==> config.mk <==
export PLATFORM = sky130hd
export DESIGN_NAME = linear_interp_resampler_flat
export DESIGN_NICKNAME = d
export VERILOG_FILES = /design/src/rtl/lir_pkg.sv /design/src/rtl/lir_channels.sv /design/src/rtl/lir_front.sv /design/src/rtl/lir_queue.sv /design/src/rtl/lir_back.sv /design/src/rtl/linear_interp_resampler.sv /design/src/flat_wrapper.sv
export SDC_FILE = /design/constraint.sdc
export NUM_CORES = 2
export LEC_CHECK = 0
export ABC_AREA = 1
export BUFFER_PORTS_ARGS = -buffer_cell sky130_fd_sc_hd__clkbuf_2
export CAP_MARGIN = 30
export CORE_ASPECT_RATIO = 1.75
export CORE_MARGIN = 2
export CORE_UTILIZATION = 55
export CTS_CLUSTER_SIZE = 8
export DETAILED_ROUTE_END_ITERATION = 8
export GPL_TIMING_DRIVEN = 0
export HOLD_SLACK_MARGIN = 0.12
export PLACE_DENSITY = 0.71
export SLEW_MARGIN = 0
export SYNTH_ARGS = -nofsm -noshare
export SYNTH_HDL_FRONTEND = slang
export SYNTH_SLANG_ARGS = --single-unit
==> constraint.sdc <==
create_clock -name clock -period 12.65 [get_ports clock]
set_input_delay 2.53 -clock clock [delete_from_list [all_inputs] [get_ports clock]]
set_output_delay 2.53 -clock clock [all_outputs]
set_load 0.03 [all_outputs]
==> src/rtl/lir_pkg.sv <==
`default_nettype none
// ----------------------------------------------------------------------------
// lir_pkg: shared definitions for the linear interpolation resampler
// Default widths, command and register codes, and the csr write bundle.
// ----------------------------------------------------------------------------
package lir_pkg;

   localparam int FRAC_BITS_DEF   = 16;
   localparam int SAMPLE_BITS_DEF = 16;

   // phase holds up to one plus the largest step, that is below 16.0
   localparam int PHASE_EXTRA = 4;

   localparam int STEP_BITS      = 20;
   localparam int CSR_INDEX_BITS = 1;
   localparam int CSR_DATA_BITS  = 20;

   localparam int MAX_OUT     = 8;
   localparam int CNT_BITS    = $clog2(MAX_OUT + 1);
   localparam int QUEUE_DEPTH = 2;

   localparam logic CMD_FRAME   = 1'b0;
   localparam logic CMD_RESTART = 1'b1;

   localparam logic [CSR_INDEX_BITS-1:0] REG_PHASE_STEP  = 1'b0;
   localparam logic [CSR_INDEX_BITS-1:0] REG_STEREO_MODE = 1'b1;

   typedef struct packed {
      logic                      valid;
      logic [CSR_INDEX_BITS-1:0] reg_index;
      logic [CSR_DATA_BITS-1:0]  wdata;
   } csr_write_type;

   // width of one queued job: four samples, start phase, step, count, mono
   function automatic int job_bits(int sb, int fb);
      return 4 * sb + 2 * (fb + PHASE_EXTRA) + CNT_BITS + 1;
   endfunction

endpackage
`default_nettype wire

==> src/rtl/lir_channels.sv <==
`default_nettype none
// ----------------------------------------------------------------------------
// lir channels: valid/ready interfaces of the resampler
// Sample input, interpolated output and csr write channels.
// ----------------------------------------------------------------------------
interface lir_req_if #(
   parameter int SampleBits = lir_pkg::SAMPLE_BITS_DEF
);
   logic                  valid;
   logic                  ready;
   logic                  cmd;
   logic [SampleBits-1:0] sample_left;
   logic [SampleBits-1:0] sample_right;

   modport source (output valid, cmd, sample_left, sample_right, input ready);
   modport sink   (input valid, cmd, sample_left, sample_right, output ready);
endinterface

interface lir_rsp_if #(
   parameter int SampleBits = lir_pkg::SAMPLE_BITS_DEF
);
   logic                  valid;
   logic                  ready;
   logic [SampleBits-1:0] out_left;
   logic [SampleBits-1:0] out_right;
   logic                  last;

   modport source (output valid, out_left, out_right, last, input ready);
   modport sink   (input valid, out_left, out_right, last, output ready);
endinterface

interface lir_csr_if;
   import lir_pkg::*;
   logic                      valid;
   logic                      ready;
   logic [CSR_INDEX_BITS-1:0] reg_index;
   logic [CSR_DATA_BITS-1:0]  wdata;

   modport source (output valid, reg_index, wdata, input ready);
   modport sink   (input valid, reg_index, wdata, output ready);
endinterface
`default_nettype wire

==> src/rtl/lir_front.sv <==
`default_nettype none
// ----------------------------------------------------------------------------
// lir_front: frame intake and phase tracking
// Holds csr registers, history and phase, classifies each transaction and
// counts the outputs of a frame, one phase step a cycle, then queues a job.
// ----------------------------------------------------------------------------
module lir_front #(
   parameter int FRAC_BITS   = lir_pkg::FRAC_BITS_DEF,
   parameter int SAMPLE_BITS = lir_pkg::SAMPLE_BITS_DEF,
   localparam int JOB_BITS   = lir_pkg::job_bits(SAMPLE_BITS, FRAC_BITS)
) (
   input  wire                         clock,
   input  wire                         reset,
   input  wire lir_pkg::csr_write_type csr_write,
   input  wire                         req_valid,
   output logic                        req_ready,
   input  wire                         req_cmd,
   input  wire [SAMPLE_BITS-1:0]       req_left,
   input  wire [SAMPLE_BITS-1:0]       req_right,
   output logic                        job_valid,
   input  wire                         job_ready,
   output logic [JOB_BITS-1:0]         job_data
);
   import lir_pkg::*;

   localparam int PB = FRAC_BITS + PHASE_EXTRA;
   localparam int CW = (STEP_BITS > PB) ? STEP_BITS : PB;
   localparam logic [CW-1:0] STEP_MIN = CW'(1) << (FRAC_BITS - 3);
   localparam logic [CW-1:0] STEP_MAX = CW'(1) << (FRAC_BITS + 3);
   localparam logic [PB-1:0] ONE      = PB'(1) << FRAC_BITS;

   typedef struct packed {
      logic [SAMPLE_BITS-1:0] prev_l;
      logic [SAMPLE_BITS-1:0] prev_r;
      logic [SAMPLE_BITS-1:0] cur_l;
      logic [SAMPLE_BITS-1:0] cur_r;
      logic [PB-1:0]          phase;
      logic [PB-1:0]          step;
      logic [CNT_BITS-1:0]    count;
      logic                   mono;
   } job_type;

   typedef enum logic [1:0] {
      F_IDLE = 2'b01,
      F_RUN  = 2'b10
   } front_state_type;

   front_state_type        state_ff, state_in;
   logic [STEP_BITS-1:0]   step_cfg_ff, step_cfg_in;
   logic                   stereo_ff, stereo_in;
   logic [SAMPLE_BITS-1:0] prev_l_ff, prev_l_in, prev_r_ff, prev_r_in;
   logic [SAMPLE_BITS-1:0] cur_l_ff, cur_l_in, cur_r_ff, cur_r_in;
   logic [PB-1:0]          phase_ff, phase_in, phase0_ff, phase0_in;
   logic [PB-1:0]          step_ff, step_in, acc_ff, acc_in;
   logic [CNT_BITS-1:0]    cnt_ff, cnt_in;
   logic                   primed_ff, primed_in, mono_ff, mono_in;

   logic [CW-1:0]          step_wide, step_clamp;
   logic                   done;
   job_type                job;

   assign step_wide  = CW'(step_cfg_ff);
   assign step_clamp = (step_wide < STEP_MIN) ? STEP_MIN :
                       (step_wide > STEP_MAX) ? STEP_MAX : step_wide;

   assign req_ready = (state_ff == F_IDLE);
   assign done      = (acc_ff >= ONE) || (cnt_ff == CNT_BITS'(MAX_OUT));
   assign job_valid = (state_ff == F_RUN) && done;

   always_comb begin
      job.prev_l = prev_l_ff;
      job.prev_r = prev_r_ff;
      job.cur_l  = cur_l_ff;
      job.cur_r  = cur_r_ff;
      job.phase  = phase0_ff;
      job.step   = step_ff;
      job.count  = cnt_ff;
      job.mono   = mono_ff;
   end
   assign job_data = job;

   always_comb begin
      state_in    = state_ff;
      step_cfg_in = step_cfg_ff;
      stereo_in   = stereo_ff;
      prev_l_in   = prev_l_ff;
      prev_r_in   = prev_r_ff;
      cur_l_in    = cur_l_ff;
      cur_r_in    = cur_r_ff;
      phase_in    = phase_ff;
      phase0_in   = phase0_ff;
      step_in     = step_ff;
      acc_in      = acc_ff;
      cnt_in      = cnt_ff;
      primed_in   = primed_ff;
      mono_in     = mono_ff;

      if (csr_write.valid) begin
         case (csr_write.reg_index)
            REG_PHASE_STEP:  step_cfg_in = csr_write.wdata[STEP_BITS-1:0];
            REG_STEREO_MODE: stereo_in   = csr_write.wdata[0];
            default:         ;
         endcase
      end

      case (state_ff)
         F_IDLE: begin
            if (req_valid) begin
               case (req_cmd)
                  CMD_RESTART: begin
                     prev_l_in = '0;
                     prev_r_in = '0;
                     phase_in  = '0;
                     primed_in = 1'b0;
                  end
                  CMD_FRAME: begin
                     cur_l_in = req_left;
                     cur_r_in = stereo_ff ? req_right : req_left;
                     mono_in  = !stereo_ff;
                     if (!primed_ff) begin
                        prev_l_in = req_left;
                        prev_r_in = stereo_ff ? req_right : req_left;
                        primed_in = 1'b1;
                     end else if (phase_ff >= ONE) begin
                        // frame passes without output
                        phase_in  = phase_ff - ONE;
                        prev_l_in = req_left;
                        prev_r_in = stereo_ff ? req_right : req_left;
                     end else begin
                        phase0_in = phase_ff;
                        step_in   = step_clamp[PB-1:0];
                        acc_in    = phase_ff + step_clamp[PB-1:0];
                        cnt_in    = CNT_BITS'(1);
                        state_in  = F_RUN;
                     end
                  end
                  default: ;
               endcase
            end
         end
         F_RUN: begin
            if (done) begin
               if (job_ready) begin
                  phase_in  = acc_ff - ONE;
                  prev_l_in = cur_l_ff;
                  prev_r_in = cur_r_ff;
                  state_in  = F_IDLE;
               end
            end else begin
               acc_in = acc_ff + step_ff;
               cnt_in = cnt_ff + CNT_BITS'(1);
            end
         end
         default: state_in = F_IDLE;
      endcase
   end

   always_ff @(posedge clock) begin
      if (reset) begin
         state_ff    <= F_IDLE;
         step_cfg_ff <= STEP_BITS'(65536);
         stereo_ff   <= 1'b1;
         prev_l_ff   <= '0;
         prev_r_ff   <= '0;
         phase_ff    <= '0;
         primed_ff   <= 1'b0;
      end else begin
         state_ff    <= state_in;
         step_cfg_ff <= step_cfg_in;
         stereo_ff   <= stereo_in;
         prev_l_ff   <= prev_l_in;
         prev_r_ff   <= prev_r_in;
         phase_ff    <= phase_in;
         primed_ff   <= primed_in;
      end
      cur_l_ff  <= cur_l_in;
      cur_r_ff  <= cur_r_in;
      phase0_ff <= phase0_in;
      step_ff   <= step_in;
      acc_ff    <= acc_in;
      cnt_ff    <= cnt_in;
      mono_ff   <= mono_in;
   end

endmodule
`default_nettype wire

==> src/rtl/lir_queue.sv <==
`default_nettype none
// ----------------------------------------------------------------------------
// lir_queue: short job queue between front and back
// Register based fifo with valid/ready on both sides.
// ----------------------------------------------------------------------------
module lir_queue #(
   parameter int WIDTH = 1,
   parameter int DEPTH = lir_pkg::QUEUE_DEPTH
) (
   input  wire              clock,
   input  wire              reset,
   input  wire              in_valid,
   output logic             in_ready,
   input  wire [WIDTH-1:0]  in_data,
   output logic             out_valid,
   input  wire              out_ready,
   output logic [WIDTH-1:0] out_data
);
   localparam int PTR_BITS = (DEPTH > 1) ? $clog2(DEPTH) : 1;
   localparam int CNT_W    = $clog2(DEPTH + 1);

   logic [WIDTH-1:0]    mem_ff [DEPTH];
   logic [PTR_BITS-1:0] wr_ptr_ff, wr_ptr_in, rd_ptr_ff, rd_ptr_in;
   logic [CNT_W-1:0]    count_ff, count_in;
   logic                push, pop;

   assign in_ready  = (count_ff != CNT_W'(DEPTH));
   assign out_valid = (count_ff != '0);
   assign out_data  = mem_ff[rd_ptr_ff];
   assign push      = in_valid && in_ready;
   assign pop       = out_valid && out_ready;

   always_comb begin
      wr_ptr_in = wr_ptr_ff;
      rd_ptr_in = rd_ptr_ff;
      count_in  = count_ff;
      if (push) begin
         wr_ptr_in = (wr_ptr_ff == PTR_BITS'(DEPTH - 1)) ? '0 : wr_ptr_ff + PTR_BITS'(1);
      end
      if (pop) begin
         rd_ptr_in = (rd_ptr_ff == PTR_BITS'(DEPTH - 1)) ? '0 : rd_ptr_ff + PTR_BITS'(1);
      end
      if (push && !pop) begin
         count_in = count_ff + CNT_W'(1);
      end else if (pop && !push) begin
         count_in = count_ff - CNT_W'(1);
      end
   end

   always_ff @(posedge clock) begin
      if (reset) begin
         wr_ptr_ff <= '0;
         rd_ptr_ff <= '0;
         count_ff  <= '0;
      end else begin
         wr_ptr_ff <= wr_ptr_in;
         rd_ptr_ff <= rd_ptr_in;
         count_ff  <= count_in;
      end
      if (push) begin
         mem_ff[wr_ptr_ff] <= in_data;
      end
   end

   assert property (@(posedge clock) disable iff (reset)
      count_ff <= CNT_W'(DEPTH))
      else $error("queue holds more jobs than its depth");

   assert property (@(posedge clock) disable iff (reset)
      (push && !pop) |=> (count_ff == $past(count_ff) + CNT_W'(1)))
      else $error("queue count missed a push");

endmodule
`default_nettype wire

==> src/rtl/lir_back.sv <==
`default_nettype none
// ----------------------------------------------------------------------------
// lir_back: interpolation engine
// Walks the phase of one job, one output a cycle when not stalled, through a
// registered multiply stage and an add stage that feeds the output register.
// ----------------------------------------------------------------------------
module lir_back #(
   parameter int FRAC_BITS   = lir_pkg::FRAC_BITS_DEF,
   parameter int SAMPLE_BITS = lir_pkg::SAMPLE_BITS_DEF,
   localparam int JOB_BITS   = lir_pkg::job_bits(SAMPLE_BITS, FRAC_BITS)
) (
   input  wire                    clock,
   input  wire                    reset,
   input  wire                    job_valid,
   output logic                   job_ready,
   input  wire [JOB_BITS-1:0]     job_data,
   output logic                   rsp_valid,
   input  wire                    rsp_ready,
   output logic [SAMPLE_BITS-1:0] rsp_left,
   output logic [SAMPLE_BITS-1:0] rsp_right,
   output logic                   rsp_last
);
   import lir_pkg::*;

   localparam int PB = FRAC_BITS + PHASE_EXTRA;
   localparam int PW = SAMPLE_BITS + FRAC_BITS + 2;
   localparam int DW = SAMPLE_BITS + 2;
   localparam logic [PW-1:0] HALF = PW'(1) << (FRAC_BITS - 1);

   typedef struct packed {
      logic [SAMPLE_BITS-1:0] prev_l;
      logic [SAMPLE_BITS-1:0] prev_r;
      logic [SAMPLE_BITS-1:0] cur_l;
      logic [SAMPLE_BITS-1:0] cur_r;
      logic [PB-1:0]          phase;
      logic [PB-1:0]          step;
      logic [CNT_BITS-1:0]    count;
      logic                   mono;
   } job_type;

   job_type                job_ff, job_in, job_head;
   logic                   busy_ff, busy_in;
   logic [CNT_BITS-1:0]    k_ff, k_in;
   logic [PB-1:0]          ph_ff, ph_in;

   logic                   v1_ff, v1_in;
   logic signed [PW-1:0]   prod_l_ff, prod_l_in, prod_r_ff, prod_r_in;
   logic [SAMPLE_BITS-1:0] base_l_ff, base_r_ff;
   logic                   last1_ff, mono1_ff;

   logic                   rsp_valid_ff, rsp_valid_in;
   logic [SAMPLE_BITS-1:0] out_l_ff, out_l_in, out_r_ff, out_r_in;
   logic                   last_ff;

   logic                   en1, en2, issue, last_now;
   logic signed [SAMPLE_BITS:0] diff_l, diff_r;
   logic signed [FRAC_BITS:0]   frac;
   logic [PW-1:0]          rnd_l, rnd_r;
   logic [DW-1:0]          sum_l, sum_r;

   assign job_head  = job_data;
   assign job_ready = !busy_ff;

   assign en2      = !rsp_valid_ff || rsp_ready;
   assign en1      = !v1_ff || en2;
   assign issue    = busy_ff && en1;
   assign last_now = (k_ff == CNT_BITS'(job_ff.count - CNT_BITS'(1)));

   // offset of the current sample from the previous one, times the fraction
   assign diff_l = $signed({job_ff.cur_l[SAMPLE_BITS-1], job_ff.cur_l})
                 - $signed({job_ff.prev_l[SAMPLE_BITS-1], job_ff.prev_l});
   assign diff_r = $signed({job_ff.cur_r[SAMPLE_BITS-1], job_ff.cur_r})
                 - $signed({job_ff.prev_r[SAMPLE_BITS-1], job_ff.prev_r});
   assign frac      = $signed({1'b0, ph_ff[FRAC_BITS-1:0]});
   assign prod_l_in = diff_l * frac;
   assign prod_r_in = diff_r * frac;

   // round half up, then floor shift
   assign rnd_l    = prod_l_ff + HALF;
   assign rnd_r    = prod_r_ff + HALF;
   assign sum_l    = {{2{base_l_ff[SAMPLE_BITS-1]}}, base_l_ff} + rnd_l[PW-1:FRAC_BITS];
   assign sum_r    = {{2{base_r_ff[SAMPLE_BITS-1]}}, base_r_ff} + rnd_r[PW-1:FRAC_BITS];
   assign out_l_in = sum_l[SAMPLE_BITS-1:0];
   assign out_r_in = mono1_ff ? sum_l[SAMPLE_BITS-1:0] : sum_r[SAMPLE_BITS-1:0];

   always_comb begin
      job_in       = job_ff;
      busy_in      = busy_ff;
      k_in         = k_ff;
      ph_in        = ph_ff;
      v1_in        = v1_ff;
      rsp_valid_in = rsp_valid_ff;

      if (job_valid && !busy_ff) begin
         job_in  = job_head;
         ph_in   = job_head.phase;
         k_in    = '0;
         busy_in = 1'b1;
      end else if (issue) begin
         ph_in = ph_ff + job_ff.step;
         k_in  = k_ff + CNT_BITS'(1);
         if (last_now) begin
            busy_in = 1'b0;
         end
      end

      if (en1) begin
         v1_in = issue;
      end
      if (en2) begin
         rsp_valid_in = v1_ff;
      end
   end

   always_ff @(posedge clock) begin
      if (reset) begin
         busy_ff      <= 1'b0;
         v1_ff        <= 1'b0;
         rsp_valid_ff <= 1'b0;
      end else begin
         busy_ff      <= busy_in;
         v1_ff        <= v1_in;
         rsp_valid_ff <= rsp_valid_in;
      end
      job_ff <= job_in;
      k_ff   <= k_in;
      ph_ff  <= ph_in;
      if (issue) begin
         prod_l_ff <= prod_l_in;
         prod_r_ff <= prod_r_in;
         base_l_ff <= job_ff.prev_l;
         base_r_ff <= job_ff.prev_r;
         last1_ff  <= last_now;
         mono1_ff  <= job_ff.mono;
      end
      if (en2 && v1_ff) begin
         out_l_ff <= out_l_in;
         out_r_ff <= out_r_in;
         last_ff  <= last1_ff;
      end
   end

   assign rsp_valid = rsp_valid_ff;
   assign rsp_left  = out_l_ff;
   assign rsp_right = out_r_ff;
   assign rsp_last  = last_ff;

   assert property (@(posedge clock) disable iff (reset)
      issue |-> (k_ff < job_ff.count))
      else $error("engine issued past the output count of its job");

endmodule
`default_nettype wire

==> src/rtl/linear_interp_resampler.sv <==
`default_nettype none
// ----------------------------------------------------------------------------
// linear_interp_resampler: linear interpolation sample rate converter
// Takes stereo or mono frames and gives zero to eight interpolated frames
// per input, carrying history and phase from one frame to the next.
// ----------------------------------------------------------------------------
//   channel  dir  handshake        payload
//   req_ch   in   valid / ready    cmd, sample_left, sample_right
//   rsp_ch   out  valid / ready    out_left, out_right, last
//   csr_ch   in   valid / ready    reg_index, wdata (ready always high)
//
// a frame with outputs holds the front while it counts phase, one step per
// cycle, and until its job is queued; restart, priming and no-output frames
// are taken without leaving the idle state. the back loads a job when idle,
// then issues one output per cycle, unless stalled, via its multiply and output registers.
// reset is synchronous and clears history, phase, queue and pipeline.
// a stalled rsp_ch fills the output and multiply stages, then the two-job
// queue, and only then stops the front.
// ----------------------------------------------------------------------------
module linear_interp_resampler #(
   parameter int FRAC_BITS   = lir_pkg::FRAC_BITS_DEF,
   parameter int SAMPLE_BITS = lir_pkg::SAMPLE_BITS_DEF
) (
   input  wire      clock,
   input  wire      reset,
   lir_req_if.sink  req_ch,
   lir_rsp_if.source rsp_ch,
   lir_csr_if.sink  csr_ch
);
   import lir_pkg::*;

   localparam int JOB_BITS = job_bits(SAMPLE_BITS, FRAC_BITS);

   csr_write_type         csr_write;
   logic                  fq_valid, fq_ready, qb_valid, qb_ready;
   logic [JOB_BITS-1:0]   fq_data, qb_data;

   assign csr_ch.ready = 1'b1;
   always_comb begin
      csr_write.valid     = csr_ch.valid;
      csr_write.reg_index = csr_ch.reg_index;
      csr_write.wdata     = csr_ch.wdata;
   end

   lir_front #(
      .FRAC_BITS   (FRAC_BITS),
      .SAMPLE_BITS (SAMPLE_BITS)
   ) u_front (
      .clock     (clock),
      .reset     (reset),
      .csr_write (csr_write),
      .req_valid (req_ch.valid),
      .req_ready (req_ch.ready),
      .req_cmd   (req_ch.cmd),
      .req_left  (req_ch.sample_left),
      .req_right (req_ch.sample_right),
      .job_valid (fq_valid),
      .job_ready (fq_ready),
      .job_data  (fq_data)
   );

   lir_queue #(
      .WIDTH (JOB_BITS),
      .DEPTH (QUEUE_DEPTH)
   ) u_queue (
      .clock     (clock),
      .reset     (reset),
      .in_valid  (fq_valid),
      .in_ready  (fq_ready),
      .in_data   (fq_data),
      .out_valid (qb_valid),
      .out_ready (qb_ready),
      .out_data  (qb_data)
   );

   lir_back #(
      .FRAC_BITS   (FRAC_BITS),
      .SAMPLE_BITS (SAMPLE_BITS)
   ) u_back (
      .clock     (clock),
      .reset     (reset),
      .job_valid (qb_valid),
      .job_ready (qb_ready),
      .job_data  (qb_data),
      .rsp_valid (rsp_ch.valid),
      .rsp_ready (rsp_ch.ready),
      .rsp_left  (rsp_ch.out_left),
      .rsp_right (rsp_ch.out_right),
      .rsp_last  (rsp_ch.last)
   );

endmodule
`default_nettype wire

==> src/flat_wrapper.sv <==
// flat-port wrapper written by rule: the top's interface ports become plain ports
module linear_interp_resampler_flat import lir_pkg::*;
#(
   parameter int FRAC_BITS   = lir_pkg::FRAC_BITS_DEF,
   parameter int SAMPLE_BITS = lir_pkg::SAMPLE_BITS_DEF
)
  (clock, reset, req_ch_valid, req_ch_cmd, req_ch_sample_left, req_ch_sample_right, req_ch_ready, rsp_ch_valid, rsp_ch_out_left, rsp_ch_out_right, rsp_ch_last, rsp_ch_ready, csr_ch_valid, csr_ch_reg_index, csr_ch_wdata, csr_ch_ready);
  lir_req_if req_ch_i ();
  lir_rsp_if rsp_ch_i ();
  lir_csr_if csr_ch_i ();
  input  wire clock;
  input  wire reset;
  input wire logic [$bits(req_ch_i.valid)-1:0] req_ch_valid;
  input wire logic [$bits(req_ch_i.cmd)-1:0] req_ch_cmd;
  input wire logic [$bits(req_ch_i.sample_left)-1:0] req_ch_sample_left;
  input wire logic [$bits(req_ch_i.sample_right)-1:0] req_ch_sample_right;
  output wire logic [$bits(req_ch_i.ready)-1:0] req_ch_ready;
  output wire logic [$bits(rsp_ch_i.valid)-1:0] rsp_ch_valid;
  output wire logic [$bits(rsp_ch_i.out_left)-1:0] rsp_ch_out_left;
  output wire logic [$bits(rsp_ch_i.out_right)-1:0] rsp_ch_out_right;
  output wire logic [$bits(rsp_ch_i.last)-1:0] rsp_ch_last;
  input wire logic [$bits(rsp_ch_i.ready)-1:0] rsp_ch_ready;
  input wire logic [$bits(csr_ch_i.valid)-1:0] csr_ch_valid;
  input wire logic [$bits(csr_ch_i.reg_index)-1:0] csr_ch_reg_index;
  input wire logic [$bits(csr_ch_i.wdata)-1:0] csr_ch_wdata;
  output wire logic [$bits(csr_ch_i.ready)-1:0] csr_ch_ready;
  assign req_ch_i.valid = req_ch_valid;
  assign req_ch_i.cmd = req_ch_cmd;
  assign req_ch_i.sample_left = req_ch_sample_left;
  assign req_ch_i.sample_right = req_ch_sample_right;
  assign req_ch_ready = req_ch_i.ready;
  assign rsp_ch_valid = rsp_ch_i.valid;
  assign rsp_ch_out_left = rsp_ch_i.out_left;
  assign rsp_ch_out_right = rsp_ch_i.out_right;
  assign rsp_ch_last = rsp_ch_i.last;
  assign rsp_ch_i.ready = rsp_ch_ready;
  assign csr_ch_i.valid = csr_ch_valid;
  assign csr_ch_i.reg_index = csr_ch_reg_index;
  assign csr_ch_i.wdata = csr_ch_wdata;
  assign csr_ch_ready = csr_ch_i.ready;
  linear_interp_resampler #(.FRAC_BITS(FRAC_BITS), .SAMPLE_BITS(SAMPLE_BITS)) u_core (.clock(clock), .reset(reset), .req_ch(req_ch_i), .rsp_ch(rsp_ch_i), .csr_ch(csr_ch_i));
endmodule
==> impl_results.md <==
* I/O Buffers at 93
* Vias/cell at 5.47
* Post-CTS setup buffer count at 0
* Post-synth EDFFs at 497
* Yosys cell types at 65
* Max FO, Critical Path at 10
* CTS tree: built
* DRC Markers at 0
* Gate count of the mapped netlist at 5563
* Count of final setup violators at 0
* Setup Total Neg Slack at 0 ns
* Mapped Avg Cell Area at 8.80 um^2
* Critical path endpoint category: register
* CTS Buf Count at between 80 and 90
* Critical Path Slowest Stage Cell: fa_1
* Die Height at between 300 and 400 um
* Flop-to-flop setup slack at between 4 and 5 ns
* Worst-Skew Late Latency at 0.69 ns
* CORE AREA at just under 0.09 mm^2
* Tcrit/Tclk final at 66.0%
* Area Growth Syn to Fin at 9.90%
* Worst slew margin at 25.5%
* CP endpoint: u_core.u_back.prod_r_ff[31]
* Worst r2r path cells at 35
* Largest net degree at the start of global routing at 74
* Via Count at between 30000 and 40000
* Fin. Hold Viols at 0
* Tightest Hold Check Type: reg2reg
* Synth Register Bits at approximately 600
* Status: finished clean
* Max Fclk at approximately 120 MHz
* First-pass GRT wire length at roughly 230000 um
* Cell Area, Synth at 0.0490 mm^2
* RSZ-0062 raised after global routing: false
* Worst stage delay on the critical path at about 0.77 ns
* Pins Over Slew Limit at 0
* Synth async-reset ratio at 0%
* GP Congestion at 1.04
* Slew @ Worst Pin at 1.12 ns
* Worst flop-to-flop path endpoint: u_core.u_back.prod_r_ff[31]
* Seq/Total Area, Yosys at 34.1%
* Reg clk slew, reported paths at 0.05 ns
* Layout Skew at 0.0550 ns
* Crit Reg-Reg Startpoint: u_core.u_back.job_ff[77]
* 1st-iter DRT viols at 2112
* Root Buffer: clkbuf_16
* WL final at ~150000 um
* Wire length per cell at 22.0 um
* # fillers at a little under 8000
* Cts hold-fix bufs at 0
* Routed Antenna Nets at 0
* Grt ovf at 0
* Die Footprint at between 0.09 and 0.1 mm^2
* Final #Nets at 6636
* Sink Count at between 500 and 600
* Post-CTS sizing at 0
* Most used cell, CP: nand2_1
* Initial Utilization at 55.6%
* Layout cells sized above 1 at under 10%
* WHS Path Cells at 0
* Setup Crit Path Kind: reg2reg
* Die W at 230 um
* GRT Util Overall at 34.3%
* Tmin final at between 8 and 9 ns
* Final non-filler cell total at 6994
* Vias in the first global route at approximately 40000
* # IOs at 95
* First drt pass iteration count at 6
* Required time of the worst setup path at 13.05 ns
* Antenna violations before repair at 6
* Dpl cells at 6836
* H-tree levels at 3
* Arrival @ worst endpoint at about 8.8 ns
* Worst setup startpoint: u_core.u_back.job_ff[77]
* Hpwl dp at 127000 um
* Site row count at 144
* Startpoint types: register
* Yosys Warn Count at 0
* # Max-Cap Violations at 0
* Synth Flop Type: edfxtp_1
* Syn Nets at 6439
* CTS Buffer Depth at 3
-- critical path, delay by kind of cell, from the launching register on --
kind	cells	cell delay [ns]
and+or+nand+nor	15	1.71
xor gates and xnor gates	1	0.25
adders and majority gates	8	3.93
buffers and inverters	10	1.49
DFF	1	0.53
AOI/OAI and AO/OA	1	0.15
-- cells in the final DEF (no fill, tap or decap), types with 83 or more instances in the layout --
cell	instances
clkbuf_16	83
inv_1	1029
nand3_1	254
xor2_1	94
ha_1	294
nand2_1	1264
dfxtp_1	88
a21oi_1	218
nor2_1	625
fa_1	523
edfxtp_1	497
clkbuf_1	156
clkbuf_2	96
o21ai_0	170
-- per-layer routing --
layer  up-vias  global-route usage, %  wire (um)
li1      17900                      -          -
met4         4                   30.7      16600
met5         -                      0         23
met1     18400                   31.2      47300
met3       631                   5.58       8150
met2      1420                   64.8      82000
-- flip-flops by register name (all words and copies together) (netlist names), 2 cells and up, named ones only --
signal	cells
u_core.u_front.step_cfg_ff	20
u_core.u_back.prod_l_ff	17
u_core.u_back.k_ff	4
u_core.u_front.cnt_ff	4
u_core.u_back.job_ff	85
u_core.u_back.rsp_left	16
u_core.u_back.rsp_right	16
u_core.u_back.base_r_ff	16
u_core.u_front.acc_ff	20
u_core.u_front.prev_l_ff	16
u_core.u_back.prod_r_ff	17
u_core.u_back.ph_ff	16
u_core.u_front.cur_l_ff	16
u_core.u_front.prev_r_ff	16
u_core.u_front.cur_r_ff	16
u_core.u_front.phase_ff	20
u_core.u_front.step_ff	20
u_core.u_queue.mem_ff	202
u_core.u_front.state_ff	2
u_core.u_front.phase0_ff	16
u_core.u_back.base_l_ff	16
u_core.u_queue.count_ff	2
-- how the worst min path moves through the flow --
stage | start | endpoint | slack, ns
6_report | u_core.u_front.phase0_ff[5] | u_core.u_queue.mem_ff[0][30] | 0.43
2_1_floorplan | u_core.u_back.job_ff[0] | u_core.u_back.mono1_ff | 0.40
5_1_grt | u_core.u_front.phase0_ff[5] | u_core.u_queue.mem_ff[0][30] | 0.42
3_3_place_gp | u_core.u_front.phase0_ff[10] | u_core.u_queue.mem_ff[1][35] | 0.42
4_1_cts | u_core.u_front.phase0_ff[5] | u_core.u_queue.mem_ff[0][30] | 0.42
3_5_place_dp | u_core.u_back.job_ff[0] | u_core.u_back.mono1_ff | 0.43
-- logic make-up after synthesis --
kind of cell / count (synthesis) / share of synthesized area, %
AND/OR/NAND/NOR: 2308 / 19.2
multiplexers: 2 / 0.0409
XOR/XNOR: 132 / 2.38
other: 1 / 0.00766
flip-flops: 585 / 34.1
adder cells (fa/ha/maj): 817 / 28.9
AO/OA/AOI/OAI: 521 / 6.00
buffers and inverters: 1197 / 9.36
-- Yosys cell counts, drive strengths merged (7+ instances only) --
library cell	n	area, um^2
buf	39	229
xor2	94	823
nand4	34	213
dfxtp	88	1760
fa	523	10500
o31ai	9	67.6
a31oi	7	43.8
edfxtp	497	14900
nand3	258	1310
o21a	13	97.6
nor3	41	225
a21o	16	120
o21bai	17	128
a21oi	222	1120
xnor2	38	340
or2	21	131
inv	1041	3910
nand2	1280	4860
ha	294	3680
clkinv	14	52.6
clkbuf	103	390
nor4	13	87.6
nand3b	17	131
a22oi	32	240
o21ai	175	880
nor2	633	2390
-- layout make-up --
cell class / count / area (um^2) / share of cell area (%)
Clock buffer: 140 / 2290 / 4.26
Tap cell: 1168 / 1460 / 2.72
Timing Repair Buffer: 112 / 825 / 1.53
Buffer: 142 / 623 / 1.16
Clock inverter: 8 / 209 / 0.388
Inverter: 1055 / 3970 / 7.37
Antenna cell: 3 / 7.51 / 0.0139
Sequential cell: 585 / 16700 / 31.0
Multi-Input combinational cell: 3781 / 27800 / 51.6
-- through the flow --
step	utilization [%]	setup slack, ns	hold slack [ns]	area, um^2
5_1_grt	61.1	3.97	0.425	53800
2_1_floorplan	-	5.81	0.400	49000
4_1_cts	61.0	4.35	0.418	53700
3_3_place_gp	57.8	3.83	0.422	50900
3_5_place_dp	58.1	4.38	0.426	51200
6_report	61.1	4.30	0.431	53800
Power is left out: the tool's default activity adds up to more than one toggle a clock period on the data nets, which glitch-free logic cannot reach.
